### src/hw/rtl/fsrw_pkg.sv
// Shared types, codes and the DAC address table for the shift register writer.
// No dependencies; used by every module of the block.
`timescale 1ns / 1ps

package fsrw_pkg;

  localparam int unsigned TargetW    = 4;
  localparam int unsigned ByteW      = 8;
  localparam int unsigned StrobeW    = 3;
  localparam int unsigned JobBytes   = 4;
  localparam int unsigned BitsPerByte = 8;
  localparam int unsigned BitCntW    = $clog2(BitsPerByte + 1);
  localparam int unsigned ByteIdxW   = $clog2(JobBytes);
  localparam int unsigned QueueDepthDflt = 2;

  // Target codes with their own framing; everything else is a DAC write
  localparam logic [TargetW-1:0] TGT_TEST  = 4'd0;
  localparam logic [TargetW-1:0] TGT_LEFT  = 4'd1;
  localparam logic [TargetW-1:0] TGT_RIGHT = 4'd2;
  localparam logic [TargetW-1:0] TGT_DAC_FIRST = 4'd3;
  localparam logic [TargetW-1:0] TGT_DAC_LAST  = 4'd10;

  localparam logic [ByteW-1:0] DAC_INACTIVE  = 8'hFF;
  localparam logic [ByteW-1:0] DAC_WRITE_CLR = 8'hFE;

  typedef enum logic [StrobeW-1:0] {
    STB_CLK_TEST = 3'd0,
    STB_CLK_COM  = 3'd1,
    STB_LAT_TEST = 3'd2,
    STB_LAT_L    = 3'd3,
    STB_LAT_R    = 3'd4,
    STB_LAT_DAC  = 3'd5,
    STB_LAT_COM  = 3'd6
  } strobe_t;

  // One classified request: up to four bytes, each closed by its latch
  typedef struct packed {
    logic [JobBytes-1:0][ByteW-1:0] bytes;
    strobe_t [JobBytes-1:0]         latch;
    strobe_t                        shift_clk;
    logic                           multi;
  } job_t;

  typedef enum logic {
    BK_IDLE = 1'b0,
    BK_RUN  = 1'b1
  } back_state_t;

  function automatic logic [ByteW-1:0] dac_address(input logic [TargetW-1:0] tgt);
    logic [ByteW-1:0] addr;
    begin
      unique case (tgt)
        4'd3:    addr = 8'hF9;
        4'd4:    addr = 8'hFB;
        4'd5:    addr = 8'hF5;
        4'd6:    addr = 8'hDD;
        4'd7:    addr = 8'hED;
        4'd8:    addr = 8'hEF;
        4'd9:    addr = 8'hF7;
        4'd10:   addr = 8'hDF;
        default: addr = DAC_INACTIVE;
      endcase
      return addr;
    end
  endfunction

endpackage

### src/hw/rtl/frontend_shift_register_writer_unit.sv
// Top level of the analog front-end shift register writer.
// Depends on fsrw_pkg, fsrw_front, fsrw_queue and fsrw_back.
`timescale 1ns / 1ps

// Usage:
//   Input channel (in_valid/in_ready, in_target, in_write_byte) takes one write
//   request per transfer. Output channel (out_valid/out_ready, out_data_bit,
//   out_strobe_res, out_last) gives one pin event per transfer; out_last marks
//   the final event of a request.
//   Test and left/right control targets yield 9 events (8 shift-clock bits,
//   MSB first, then a latch). DAC targets and unknown codes yield 36 events
//   (four bytes, each closed by its latch).
//   The front end classifies a request in the cycle it is accepted and pushes
//   it into a job queue (QUEUE_DEPTH entries); in_ready is low only while the
//   queue is full. The back end pulls a job in the cycle after its push at the
//   earliest and emits events into the output register; the first event passes
//   through the queue, the sequencer state and the output register. Throughput
//   is one event per cycle while the receiver takes events, paced by the
//   back-end bit sequencer. Consecutive jobs follow without a gap.
//   When the receiver stalls, the output register holds its event and the
//   sequencer waits; the queue keeps accepting until full.
//   Synchronous reset (rst_n low) empties the queue, idles the sequencer and
//   drops any event in the output register.
module frontend_shift_register_writer_unit #(
  parameter int unsigned QUEUE_DEPTH = fsrw_pkg::QueueDepthDflt
) (
  input  logic                          clk,
  input  logic                          rst_n,
  input  logic                          in_valid,
  output logic                          in_ready,
  input  logic [fsrw_pkg::TargetW-1:0]  in_target,
  input  logic [fsrw_pkg::ByteW-1:0]    in_write_byte,
  output logic                          out_valid,
  input  logic                          out_ready,
  output logic                          out_data_bit,
  output logic [fsrw_pkg::StrobeW-1:0]  out_strobe_res,
  output logic                          out_last
);
  import fsrw_pkg::*;

  job_t push_job, head_job;
  logic push, full, pop, head_valid;

  // Classify the request into bytes and strobes
  fsrw_front u_front (
    .in_valid      (in_valid),
    .in_ready      (in_ready),
    .in_target     (in_target),
    .in_write_byte (in_write_byte),
    .q_full        (full),
    .q_push        (push),
    .q_job         (push_job)
  );

  // Decouple acceptance from serialization
  fsrw_queue #(
    .DEPTH (QUEUE_DEPTH)
  ) u_queue (
    .clk      (clk),
    .rst_n    (rst_n),
    .push     (push),
    .push_job (push_job),
    .full     (full),
    .pop      (pop),
    .q_valid  (head_valid),
    .q_job    (head_job)
  );

  // Shift out bits and latches, one event per cycle unless the output stalls
  fsrw_back u_back (
    .clk            (clk),
    .rst_n          (rst_n),
    .q_valid        (head_valid),
    .q_job          (head_job),
    .q_pop          (pop),
    .out_valid      (out_valid),
    .out_ready      (out_ready),
    .out_data_bit   (out_data_bit),
    .out_strobe_res (out_strobe_res),
    .out_last       (out_last)
  );

endmodule

### src/hw/rtl/fsrw_front.sv
// Front end: takes requests and classifies them into byte/strobe jobs.
// Depends on fsrw_pkg; feeds fsrw_queue.
`timescale 1ns / 1ps

module fsrw_front (
  input  logic                          in_valid,
  output logic                          in_ready,
  input  logic [fsrw_pkg::TargetW-1:0]  in_target,
  input  logic [fsrw_pkg::ByteW-1:0]    in_write_byte,
  input  logic                          q_full,
  output logic                          q_push,
  output fsrw_pkg::job_t                q_job
);
  import fsrw_pkg::*;

  logic [ByteW-1:0] addr;

  assign in_ready = !q_full;
  assign q_push   = in_valid && in_ready;
  assign addr     = dac_address(in_target);

  always_comb begin
    q_job = '0;
    q_job.shift_clk = STB_CLK_COM;
    priority if (in_target == TGT_TEST) begin
      q_job.bytes[0]  = in_write_byte;
      q_job.latch[0]  = STB_LAT_TEST;
      q_job.shift_clk = STB_CLK_TEST;
      q_job.multi     = 1'b0;
    end else if (in_target == TGT_LEFT) begin
      q_job.bytes[0] = in_write_byte;
      q_job.latch[0] = STB_LAT_L;
      q_job.multi    = 1'b0;
    end else if (in_target == TGT_RIGHT) begin
      q_job.bytes[0] = in_write_byte;
      q_job.latch[0] = STB_LAT_R;
      q_job.multi    = 1'b0;
    end else begin
      // DAC write, unknown codes included: address, value, deselect, idle
      q_job.bytes[0] = addr;
      q_job.latch[0] = STB_LAT_DAC;
      q_job.bytes[1] = in_write_byte;
      q_job.latch[1] = STB_LAT_COM;
      q_job.bytes[2] = addr & DAC_WRITE_CLR;
      q_job.latch[2] = STB_LAT_DAC;
      q_job.bytes[3] = DAC_INACTIVE;
      q_job.latch[3] = STB_LAT_DAC;
      q_job.multi    = 1'b1;
    end
  end

endmodule

### src/hw/rtl/fsrw_queue.sv
// Short job queue between front and back end.
// Depends on fsrw_pkg for the job type.
`timescale 1ns / 1ps

module fsrw_queue #(
  parameter int unsigned DEPTH = fsrw_pkg::QueueDepthDflt
) (
  input  logic           clk,
  input  logic           rst_n,
  input  logic           push,
  input  fsrw_pkg::job_t push_job,
  output logic           full,
  input  logic           pop,
  output logic           q_valid,
  output fsrw_pkg::job_t q_job
);
  import fsrw_pkg::*;

  localparam int unsigned PtrW = (DEPTH > 1) ? $clog2(DEPTH) : 1;
  localparam int unsigned CntW = $clog2(DEPTH + 1);
  localparam logic [PtrW-1:0] PtrLast = PtrW'(DEPTH - 1);
  localparam logic [CntW-1:0] CntFull = CntW'(DEPTH);

  job_t            mem_r [DEPTH];
  logic [PtrW-1:0] wr_ptr_r, wr_ptr_nxt;
  logic [PtrW-1:0] rd_ptr_r, rd_ptr_nxt;
  logic [CntW-1:0] cnt_r, cnt_nxt;
  logic            do_push, do_pop;

  assign full    = (cnt_r == CntFull);
  assign q_valid = (cnt_r != '0);
  assign q_job   = mem_r[rd_ptr_r];
  assign do_push = push && !full;
  assign do_pop  = pop && q_valid;

  always_comb begin
    wr_ptr_nxt = wr_ptr_r;
    rd_ptr_nxt = rd_ptr_r;
    cnt_nxt    = cnt_r;
    if (do_push) begin
      wr_ptr_nxt = (wr_ptr_r == PtrLast) ? '0 : wr_ptr_r + 1'b1;
    end
    if (do_pop) begin
      rd_ptr_nxt = (rd_ptr_r == PtrLast) ? '0 : rd_ptr_r + 1'b1;
    end
    if (do_push && !do_pop) begin
      cnt_nxt = cnt_r + 1'b1;
    end else if (do_pop && !do_push) begin
      cnt_nxt = cnt_r - 1'b1;
    end
  end

  always_ff @(posedge clk) begin
    if (!rst_n) begin
      wr_ptr_r <= '0;
      rd_ptr_r <= '0;
      cnt_r    <= '0;
    end else begin
      wr_ptr_r <= wr_ptr_nxt;
      rd_ptr_r <= rd_ptr_nxt;
      cnt_r    <= cnt_nxt;
    end
  end

  always_ff @(posedge clk) begin
    if (do_push) begin
      mem_r[wr_ptr_r] <= push_job;
    end
  end

  a_cnt_bound: assert property (@(posedge clk) disable iff (!rst_n)
    cnt_r <= CntFull)
    else $error("queue count exceeds depth");

  a_cnt_track: assert property (@(posedge clk) disable iff (!rst_n)
    (do_push && !do_pop) |=> (cnt_r == $past(cnt_r) + 1'b1))
    else $error("queue count missed a push");

  a_ptr_match: assert property (@(posedge clk) disable iff (!rst_n)
    (cnt_r == '0) |-> (wr_ptr_r == rd_ptr_r))
    else $error("empty queue with mismatched pointers");

endmodule

### src/hw/rtl/fsrw_back.sv
// Back end: serializes one job a time into pin events through an output register.
// Depends on fsrw_pkg; pulls jobs from fsrw_queue.
`timescale 1ns / 1ps

module fsrw_back (
  input  logic                          clk,
  input  logic                          rst_n,
  input  logic                          q_valid,
  input  fsrw_pkg::job_t                q_job,
  output logic                          q_pop,
  output logic                          out_valid,
  input  logic                          out_ready,
  output logic                          out_data_bit,
  output logic [fsrw_pkg::StrobeW-1:0]  out_strobe_res,
  output logic                          out_last
);
  import fsrw_pkg::*;

  localparam logic [BitCntW-1:0]  LatchSlot = BitCntW'(BitsPerByte);
  localparam logic [ByteIdxW-1:0] LastByte  = ByteIdxW'(JobBytes - 1);

  back_state_t          state_r, state_nxt;
  job_t                 job_r, job_nxt;
  logic [ByteW-1:0]     sh_r, sh_nxt;
  logic [BitCntW-1:0]   bit_cnt_r, bit_cnt_nxt;
  logic [ByteIdxW-1:0]  byte_idx_r, byte_idx_nxt;
  logic                 line_r, line_nxt;
  logic                 ov_r, ov_nxt;
  logic                 od_r, od_nxt;
  strobe_t              os_r, os_nxt;
  logic                 ol_r, ol_nxt;

  logic emit, is_latch, last_byte, fin;

  always_comb begin
    emit      = (state_r == BK_RUN) && (!ov_r || out_ready);
    is_latch  = (bit_cnt_r == LatchSlot);
    last_byte = !job_r.multi || (byte_idx_r == LastByte);
    fin       = emit && is_latch && last_byte;
    q_pop     = q_valid && ((state_r == BK_IDLE) || fin);

    state_nxt    = state_r;
    job_nxt      = job_r;
    sh_nxt       = sh_r;
    bit_cnt_nxt  = bit_cnt_r;
    byte_idx_nxt = byte_idx_r;
    line_nxt     = line_r;
    ov_nxt       = ov_r;
    od_nxt       = od_r;
    os_nxt       = os_r;
    ol_nxt       = ol_r;

    // Drain the output register when taken
    if (ov_r && out_ready) begin
      ov_nxt = 1'b0;
    end

    if (emit) begin
      ov_nxt = 1'b1;
      ol_nxt = fin;
      if (is_latch) begin
        od_nxt       = line_r;
        os_nxt       = job_r.latch[byte_idx_r];
        byte_idx_nxt = byte_idx_r + 1'b1;
        sh_nxt       = job_r.bytes[byte_idx_nxt];
        bit_cnt_nxt  = '0;
      end else begin
        od_nxt      = sh_r[ByteW-1];
        os_nxt      = job_r.shift_clk;
        line_nxt    = sh_r[ByteW-1];
        sh_nxt      = {sh_r[ByteW-2:0], 1'b0};
        bit_cnt_nxt = bit_cnt_r + 1'b1;
      end
      if (fin) begin
        state_nxt = BK_IDLE;
      end
    end

    if (q_pop) begin
      state_nxt    = BK_RUN;
      job_nxt      = q_job;
      sh_nxt       = q_job.bytes[0];
      bit_cnt_nxt  = '0;
      byte_idx_nxt = '0;
    end
  end

  always_ff @(posedge clk) begin
    if (!rst_n) begin
      state_r    <= BK_IDLE;
      ov_r       <= 1'b0;
      bit_cnt_r  <= '0;
      byte_idx_r <= '0;
    end else begin
      state_r    <= state_nxt;
      ov_r       <= ov_nxt;
      bit_cnt_r  <= bit_cnt_nxt;
      byte_idx_r <= byte_idx_nxt;
    end
  end

  always_ff @(posedge clk) begin
    job_r  <= job_nxt;
    sh_r   <= sh_nxt;
    line_r <= line_nxt;
    od_r   <= od_nxt;
    os_r   <= os_nxt;
    ol_r   <= ol_nxt;
  end

  assign out_valid      = ov_r;
  assign out_data_bit   = od_r;
  assign out_strobe_res = os_r;
  assign out_last       = ol_r;

  a_bit_bound: assert property (@(posedge clk) disable iff (!rst_n)
    (state_r == BK_RUN) |-> (bit_cnt_r <= LatchSlot))
    else $error("bit counter past latch slot");

  a_single_byte: assert property (@(posedge clk) disable iff (!rst_n)
    ((state_r == BK_RUN) && !job_r.multi) |-> (byte_idx_r == '0))
    else $error("single-byte job advanced past first byte");

  a_last_is_latch: assert property (@(posedge clk) disable iff (!rst_n)
    (emit && fin) |=> (ov_r && ol_r && (os_r != STB_CLK_TEST) && (os_r != STB_CLK_COM)))
    else $error("final event is not a latch strobe");

  a_idle_quiet: assert property (@(posedge clk) disable iff (!rst_n)
    (state_r == BK_IDLE) |-> !emit)
    else $error("event emitted while idle");

endmodule
### config.mk
export PLATFORM = sky130hd
export DESIGN_NAME = frontend_shift_register_writer_unit
export DESIGN_NICKNAME = d
export VERILOG_FILES = /design/src/hw/rtl/fsrw_pkg.sv /design/src/hw/rtl/frontend_shift_register_writer_unit.sv /design/src/hw/rtl/fsrw_front.sv /design/src/hw/rtl/fsrw_queue.sv /design/src/hw/rtl/fsrw_back.sv
export SDC_FILE = /design/constraint.sdc
export NUM_CORES = 1
export LEC_CHECK = 0
export ABC_AREA = 1
export BUFFER_PORTS_ARGS = -buffer_cell sky130_fd_sc_hd__buf_2
export CAP_MARGIN = 15
export CORE_MARGIN = 3
export CORE_UTILIZATION = 45
export DETAILED_ROUTE_END_ITERATION = 7
export SLEW_MARGIN = 25
export SYNTH_ARGS = -nofsm -noshare
export SYNTH_HDL_FRONTEND = slang
export SYNTH_SLANG_ARGS = --single-unit
### constraint.sdc
create_clock -name clk -period 6.5 [get_ports clk]
set_input_delay 0 -clock clk [delete_from_list [all_inputs] [get_ports clk]]
set_output_delay 0 -clock clk [all_outputs]
set_load 0.005 [all_outputs]
Word level (Yosys, flattened, before mapping)
Memories as Yosys holds them, arrays and structs flattened. A register that Yosys moved wholly into a read port is not among the register bits.
Index checks and enable logic that the tools add are counted.
{ "op_classes": {"n_addsub": 6, "order_cmp": 2, "n_eq_ne": 5, "muxes": 38, "bitwise": 3, "reduce_logical": 28} }
{ "op_table": {"columns": ["cell", "n"], "rows": [
  ["two-way mux 24 bit", 3],
  ["two-way mux 8 bit", 7],
  ["two-way mux 9 bit", 3],
  ["binary-select mux 8 bit (select 2 bit)", 1],
  ["two-way mux 1 bit", 16],
  ["two-way mux 3 bit", 4],
  ["logical AND 1 bit", 10],
  ["nonzero test 2 bit", 5],
  ["binary-select mux 3 bit (select 2 bit)", 1],
  ["< comparator 2 x 3 -> 1 bit, second input constant", 2],
  ["AND reduction 2 bit", 3],
  ["zero test 1 bit", 5],
  ["adder 2 x 1 -> 2 bit, second input constant", 2],
  ["adder 4 x 1 -> 4 bit, second input constant", 1],
  ["equality test 2 bit, second input constant", 2],
  ["equality test 4 x 1 -> 1 bit, second input constant", 1],
  ["equality test 4 x 2 -> 1 bit, second input constant", 1],
  ["equality test 4 bit, second input constant", 1],
  ["zero test 4 bit", 1],
  ["two-way mux 2 bit", 2],
  ["two-way mux 4 bit", 1],
  ["logical OR 1 bit", 3],
  ["NOT 1 bit", 3],
  ["adder 1 bit, second input constant", 2],
  ["other kinds (2)", 2]
]} }
{ "totals": {"regBits": 73, "ramBits": 92, "romBits": 80, "input_bits": 16, "output_inout_bits": 7, "elab_cells": 105, "mem_count": 2} }
{ "mem_list": {"columns": ["name", "depth", "word_bits", "rd", "rd_ports_with_merged_regs", "wr", "line", "rtl"], "rows": [
  ["u_queue.mem_r", 2, 46, 1, 1, 1, "fsrw_queue.sv:24", "job_t mem_r [DEPTH];"],
  ["(no name shown)", 16, 5, 1, 0, 0, "fsrw_pkg.sv:52", "unique case (tgt)"]
]} }

Longest topological paths before layout
Gate-level depths: netlist of the first run.
{ "depth": {"depth_word": 11, "depth_mapped": 11, "mapped_depth_nobuf": 11} }

Cells and area by module
A second synthesis of the first run with hierarchy kept.
{ "unflattened": {"cells_unflattened": 523, "area_unflattened_um2": 7061.8} }
{ "by_module_without_submodules": {"columns": ["module", "n_inst", "cells_per_inst", "area_per_inst_um2", "seq_area_each_um2"], "rows": [
  ["fsrw_queue", 1, 186, 3787.4, 2982.9],
  ["fsrw_back", 1, 251, 2825.2, 1991.9],
  ["fsrw_front", 1, 86, 449.2, 0.0]
]} }

Least setup slack after synthesis of the first run
No wires, ideal clock.
{ "synth_timing": {"kind": "reg-to-reg", "from": "register u_queue.cnt_r[0]", "to": "memory u_queue.mem_r[1][14] in the netlist's numbering, enable pin", "setup_time_ps": 410, "arrival_ps": 1721, "required_ps": 6090, "slack_ps": 4369, "path_stages_with_launch": 5, "n_path_buf": 0, "period_less_slack_ps": 2131, "cell_sequence": "dfxtp_1 -> inv_1 -> nand2_1 -> nand2_1 -> nor2_1"} }
{ "synth_via": {"elab_chain_len": 6} }
{ "synth_rtl": {"columns": ["item", "line", "rtl"], "rows": [
  ["from (decl)", "fsrw_queue.sv:27", "logic [CntW-1:0] cnt_r, cnt_nxt;"],
  ["from (signal assigned)", "fsrw_queue.sv:61", "cnt_r <= cnt_nxt;"],
  ["equality test 2 bit *", "fsrw_queue.sv:30", "assign full = (cnt_r == CntFull);"],
  ["zero test 1 bit *", "fsrw_front.sv:18", "assign in_ready = !q_full;"],
  ["net in_ready", "frontend_shift_register_writer_unit.sv:30", "output logic in_ready,"],
  ["logical AND 1 bit", "fsrw_front.sv:19", "assign q_push = in_valid && in_ready;"],
  ["logical AND 1 bit *", "fsrw_queue.sv:33", "assign do_push = push && !full;"],
  ["two-way mux 1 bit *", "fsrw_queue.sv:66", "if (do_push) begin"],
  ["two-way mux 1 bit (not written as such) *", "fsrw_queue.sv:67", "mem_r[wr_ptr_r] <= push_job;"],
  ["to (decl)", "fsrw_queue.sv:24", null]
]} }
The timed path passes the listed nets; every way through them passes the cells marked *.

Worst setup path in the final report of the first run
{ "layout_timing": {"from": "register u_back.byte_idx_r[0]", "to": "register u_back.sh_r[2], data pin"} }
{ "layout_via": {"elab_chain_len": 6, "word_cells_on_any_way": 11, "classes_between": "add/sub: 1; eq/ne: 1; mux: 5; reduce/logical: 4"} }
{ "layout_rtl": {"columns": ["item", "line", "rtl"], "rows": [
  ["from (decl)", "fsrw_back.sv:26", "logic [ByteIdxW-1:0] byte_idx_r, byte_idx_nxt;"],
  ["from (signal assigned)", "fsrw_back.sv:98", "byte_idx_r <= byte_idx_nxt;"],
  ["adder 2 x 1 -> 2 bit / equality test 2 bit (equally long branches)", "fsrw_back.sv:64, fsrw_back.sv:38", null],
  ["binary-select mux 8 bit (select 2 bit) / logical OR 1 bit (equally long branches)", "fsrw_back.sv:65, fsrw_back.sv:38", null],
  ["two-way mux 8 bit (not written as such) / logical AND 1 bit (equally long branches)", "fsrw_back.sv:65, fsrw_back.sv:39", null],
  ["two-way mux 8 bit / logical OR 1 bit (equally long branches)", "fsrw_back.sv:61, fsrw_back.sv:40", null],
  ["two-way mux 8 bit / logical AND 1 bit (equally long branches)", "fsrw_back.sv:58, fsrw_back.sv:40", null],
  ["two-way mux 8 bit *", "fsrw_back.sv:79", "if (q_pop) begin"],
  ["net u_back.sh_nxt[2]", "fsrw_back.sv:24", "logic [ByteW-1:0] sh_r, sh_nxt;"],
  ["to (signal assigned)", "fsrw_back.sv:104", "sh_r <= sh_nxt;"],
  ["to (decl)", "fsrw_back.sv:24", null]
]} }
The timed path passes the listed nets; every way through them passes the cells marked *. The select of a mux whose other input is x is not followed.
A chain may end at the register's enable or synchronous reset.

==> flow_summary.ini, run 1 <==
[run_status]
status = finished clean

[worst_setup_path]
r2r_slack_ns = 4.26
cp-startpoint = u_back.byte_idx_r[0]
rr_worst_depth = 6
critPathRequiredTime_ns = 6.60
reg2reg_from = u_back.byte_idx_r[0]
path_max_fanout = 19
crit_path_start_kind = register
crit_end = u_back.sh_r[2]
r2r-end = u_back.sh_r[2]
arrival_ns = 2.34
worstSetupPathType = reg2reg
end_kind = register

[min_path]
holdCritPathClass = in2reg

[clock_network]
cts_tree = done
path_clk_slew_ns = 0.09
clock_path_buffers = 2
cts_resized = 0
cts_buffers = 9
cts_setup_buffers = 0
clkSinkCount = 104
cts-root-buf = clkbuf_8
clkLatencyLatePin_ns = 0.36
cts_hold_buf = 13
htreeDepth = 3

[placement]
dp_hpwl_um = 4730
place_congestion = 0.827
port_buffers = 22
post_dp_cell_area_um2 = 4580

[cells_and_area]
final_core_util = 0.527
drive_gt1_frac = 0.223
area_growth_pct = 12.9
register_area_um2 = 2990
n_fill_cell = 828
final_nets = 400
diodes = 0
multi_input_area_um2 = 1150
final_area_um2 = 4900

[route]
drt-total-wl_um = 7230
wl_per_cell_um = 14.0
vias = 2516
drt_first_pass_iters = 4
viasPerCell = 4.89
drcViolationCount = 0
drtAntennaViolNets = 0
initialDrtViolationCount = 122

[sta]
max_slew_margin = 0.564
rsz0062_at_grt = false
slew_violations = 0
fmax_mhz = 446
hold_ws_ns = 0.0311
fin_skew_ns = 0.0133
tightest_slew_ns = 0.653
hold_viol = 0
timing.final.crit_share = 0.345
tns_ns = 0
finalCriticalPeriod_ns = 2.24
finalSetupViolations = 0

[global_route]
antenna_found_initial = 0
overflow = 0
grt_pass1_wl_um = 11700
grt_util_all_layers = 0.138
grt_max_degree = 35
grt_pass1_vias = 2346

[flow_run]
maxCapViolations = 0

[floorplan]
die_w_um = 104
io_pins = 23
core-area_um2 = 9280
initial_core_util = 0.467
rows = 35
dieHeight_um = 104
dieArea_um2 = 10900

[synth]
seq_area_frac_synth = 0.690
synth-async-reset-ratio = 0
synth_fp_nets = 361
synth_cells = 342
yosys-top-cells-count = 91 x edfxtp_1, 73 x nand2_1, 35 x inv_1
yosysMostFrequentCell = edfxtp_1
yosysWarnings = 0
synth_area_leaders = edfxtp_1 63%, mux2_2 6.7%, nand2_1 6.3%, dfxtp_1 6.0%, inv_1 3.0%
synth.avg_cell_area_um2 = 12.7
synth_ff_type = edfxtp_1
yosysTopAreaCell = edfxtp_1
synth_seq_cells = 104
synth_top_area_frac = 0.630
yosys.cell_types.count = 31
netlist_area_um2 = 4340
synth_edf_count = 91

[power]
leakagePower_nw = 1.79
vdd_drop_max_uv = 193
power_density_nw_per_um2 = 375
[worst max-delay path: stages, from the launching register on]
cell	delay [ns]
dfxtp_1	0.75
ha_1	0.40
inv_1	0.12
a21oi_1	0.39
a22oi_1	0.14
nand2_1	0.11
a31oi_2	0.08
[area by class of cell]
cell class / count / share of cell area
sequential: 104 / 0.611
clock inverter: 5 / 0.0118
clock buffer: 11 / 0.0268
timing repair buffer: 38 / 0.0537
inverter: 37 / 0.0294
tap: 129 / 0.0330
multi-input combinational: 191 / 0.234
[report_power, final]
group          switching, W  total, W  leakage (nW)  internal, W
Combinational      0.000278  0.000446         0.771     0.000167
Clock              0.000208  0.000386        0.0872     0.000178
Sequential        0.0000546   0.00101         0.934     0.000951
Total              0.000541   0.00184          1.79      0.00130
[cell families (layout without fill, tap and decap cells)]
family | after synthesis | after routing | synth area share
and+or+nand+nor | 115 | 115 | 0.114
DFF | 104 | 104 | 0.690
buffers and inverters | 47 | 91 | 0.0467
AOI/OAI and AO/OA | 45 | 45 | 0.0695
muxes | 26 | 26 | 0.0675
adders and majority gates | 3 | 3 | 0.00865
xor gates and xnor gates | 2 | 2 | 0.00404
[state kept, by name, summed over array words and instances (netlist names), named ones only]
| name | cells |
|---|---|
| u_back.line_r | 1 |
| u_back.job_r | 26 |
| u_queue.mem_r | 52 |
| u_back.out_strobe_res | 3 |
| u_back.out_last | 1 |
| u_queue.cnt_r | 2 |
| u_queue.wr_ptr_r | 1 |
| u_back.out_valid | 1 |
| u_back.bit_cnt_r | 4 |
| u_back.sh_r | 8 |
| u_back.state_r | 1 |
| u_back.byte_idx_r | 2 |
| u_queue.rd_ptr_r | 1 |
[placed cells by master (no fill, tap or decap), types with 9 or more instances in the layout]
| cell type | n |
|---|---|
| a21oi_1 | 16 |
| buf_2 | 22 |
| clkbuf_8 | 9 |
| dfxtp_1 | 13 |
| dlygate4sd3_1 | 13 |
| edfxtp_1 | 91 |
| inv_1 | 35 |
| mux2_2 | 26 |
| nand2_1 | 73 |
| nor2_1 | 16 |
| o21ai_0 | 11 |
[through the flow]
stage | instances | setup slack (ns) | power (W)
2_1_floorplan | 342 | 4.37 | 0.00135
3_3_place_gp | 486 | 4.31 | 0.00146
3_5_place_dp | 486 | 4.28 | 0.00147
4_1_cts | 515 | 4.26 | 0.00186
5_1_grt | 515 | 4.11 | 0.00194
6_report | 515 | 4.26 | 0.00184
[how the worst min path moves through the flow]
stage / from / end / slack, ns / depth (start not counted)
after floorplan: rst_n / u_queue.wr_ptr_r / 0.14 / 2
after global placement: rst_n / u_queue.wr_ptr_r / 0.29 / 3
after detailed placement: in_write_byte[6] / u_queue.mem_r[1][20] / 0.30 / 2
after CTS: in_target[1] / u_queue.mem_r[0][3] / 0.01 / 2
after global routing: in_target[1] / u_queue.mem_r[0][3] / 0.03 / 2
final: in_target[1] / u_queue.mem_r[0][3] / 0.03 / 2
[layer usage]
| metal | vias to the layer above | track usage | wire length, um |
|---|---|---|---|
| met4 | 0 | 0.0456 | 45 |
| met3 | 5 | 0.0341 | 215 |
| met2 | 35 | 0.221 | 3530 |
| li1 | 1260 | - | - |
| met1 | 1216 | 0.184 | 3450 |
| met5 | - | 0 | 0 |
No activity file was read; power rests on OpenSTA's default activity.
==> run 2: changes to the inputs <==
- clock period: 6.5 -> 2.3 ns (I/O delays scaled with it)
==> flow_summary.ini, run 2 (synthesis gave the netlist of run 1 again) <==
[cells_and_area]
diodes = 0
area_growth_pct = 13.6
top_register = u_queue.mem_r
mostFrequentLayoutCells = 91 x edfxtp_1, 73 x nand2_1, 35 x inv_1, 26 x mux2_2, 22 x buf_2
final_core_util = 0.531
drive_gt1_frac = 0.240
largest_registers = u_queue.mem_r: 52 flops, u_back.job_r: 26 flops, u_back.sh_r: 8 flops
largest_reg_flops = 52
final_common_cell = edfxtp_1
final_nets = 406
finalNonFillerCells = 521

[floorplan]
dieHeight_um = 104
initial_core_util = 0.467
dieArea_um2 = 10900
core-area_um2 = 9280
rows = 35
io_pins = 23
die_w_um = 104

[sta]
hold_viol = 0
fin_skew_ns = 0.0185
fmax_mhz = 525
tightest_slew_ns = 0.433
finalCriticalPeriod_ns = 1.90
slew_violations = 0
finalSetupViolations = 0
hold_ws_ns = 0.0295
max_slew_margin = 0.711
timing.final.crit_share = 0.828
tns_ns = 0
rsz0062_at_grt = false

[worst_setup_path]
reg2reg_from = u_back.bit_cnt_r[0]
end_kind = register
path_max_fanout = 34
worstSetupPathType = reg2reg
crit_path_start_kind = register
critPathRequiredTime_ns = 2.41
arrival_ns = 2.01
cp-startpoint = u_back.bit_cnt_r[0]

[route]
drt_first_pass_iters = 4
vias = 2555
drt-total-wl_um = 7520
drtAntennaViolNets = 0
wl_per_cell_um = 14.4
initialDrtViolationCount = 98
drcViolationCount = 0
viasPerCell = 4.90

[clock_network]
path_clk_slew_ns = 0.10
cts_resized = 0
cts_hold_buf = 12
cts-root-buf = clkbuf_8
clkLatencyLatePin_ns = 0.36
cts_tree = done
htreeDepth = 3
clkSinkCount = 104
clock_path_buffers = 2
cts_setup_buffers = 0
cts_buffers = 9

[power]
leakagePower_nw = 1.82
total_power_w = 0.00513
power_density_nw_per_um2 = 1040
vdd_drop_max_uv = 431

[global_route]
grt_max_degree = 35
overflow = 0
grt_pass1_wl_um = 12600
antenna_found_initial = 0
grt_util_all_layers = 0.150
grt_pass1_vias = 2590

[placement]
place_congestion = 0.760
dp_hpwl_um = 5000
dp.cells = 493
port_buffers = 22

[run_status]
status = finished clean

[min_path]
min_from = in_target[1]
holdCritPathClass = in2reg

[flow_run]
maxCapViolations = 0
## run 2: stage by stage
stage	area [um^2]	worst slack [ns]
after floorplan	4340	0.169
after global placement	4630	0.472
after detailed placement	4630	0.385
after CTS	4930	0.371
after global routing	4930	0.195
final	4930	0.395
## run 2: worst max-delay path: stages (launching register included)
cell	delay [ns]
dfxtp_1	0.36
inv_1	0.08
ha_1	0.19
nand2_1	0.07
nor2_2	0.05
nand3_2	0.08
nand2_2	0.08
nand2_4	0.21
clkinv_4	0.30
nand2_1	0.12
o21ai_0	0.09
## run 2: final timing paths
kind | endpoint | slack (ns) | cells past startpoint
hold reg to reg | register | 0.46 | 1
hold / removal | u_queue.mem_r[0][3] | 0.03 | 2
setup / recovery | u_back.sh_r[7] | 0.40 | 10
setup reg to reg | u_back.sh_r[7] | 0.40 | 10
## run 2: where the power goes
group          total, W  switching (W)  leakage, nW  internal, W
clock network   0.00102       0.000597       0.0866     0.000427
logic           0.00128       0.000795        0.804     0.000489
registers       0.00283       0.000141        0.934      0.00268
## run 2: final cells by class
class	count	area, um^2
Fill cell	850	4360
Sequential cell	104	2990
Multi-Input combinational cell	191	1150
Timing Repair Buffer	44	305
Tap cell	129	161
Clock buffer	12	145
Inverter	37	144
Clock inverter	4	30.0
## run 2: per-layer routing
| layer | routed length, um | GRT usage | vias to the layer above | share of wire |
|---|---|---|---|---|
| li1 | - | - | 1276 | - |
| met1 | 3400 | 0.188 | 1233 | 0.45 |
| met2 | 3810 | 0.255 | 35 | 0.51 |
| met3 | 200 | 0.0366 | 11 | 0.027 |
| met4 | 102 | 0.0484 | 0 | 0.014 |
| met5 | 0 | 0 | - | 0 |
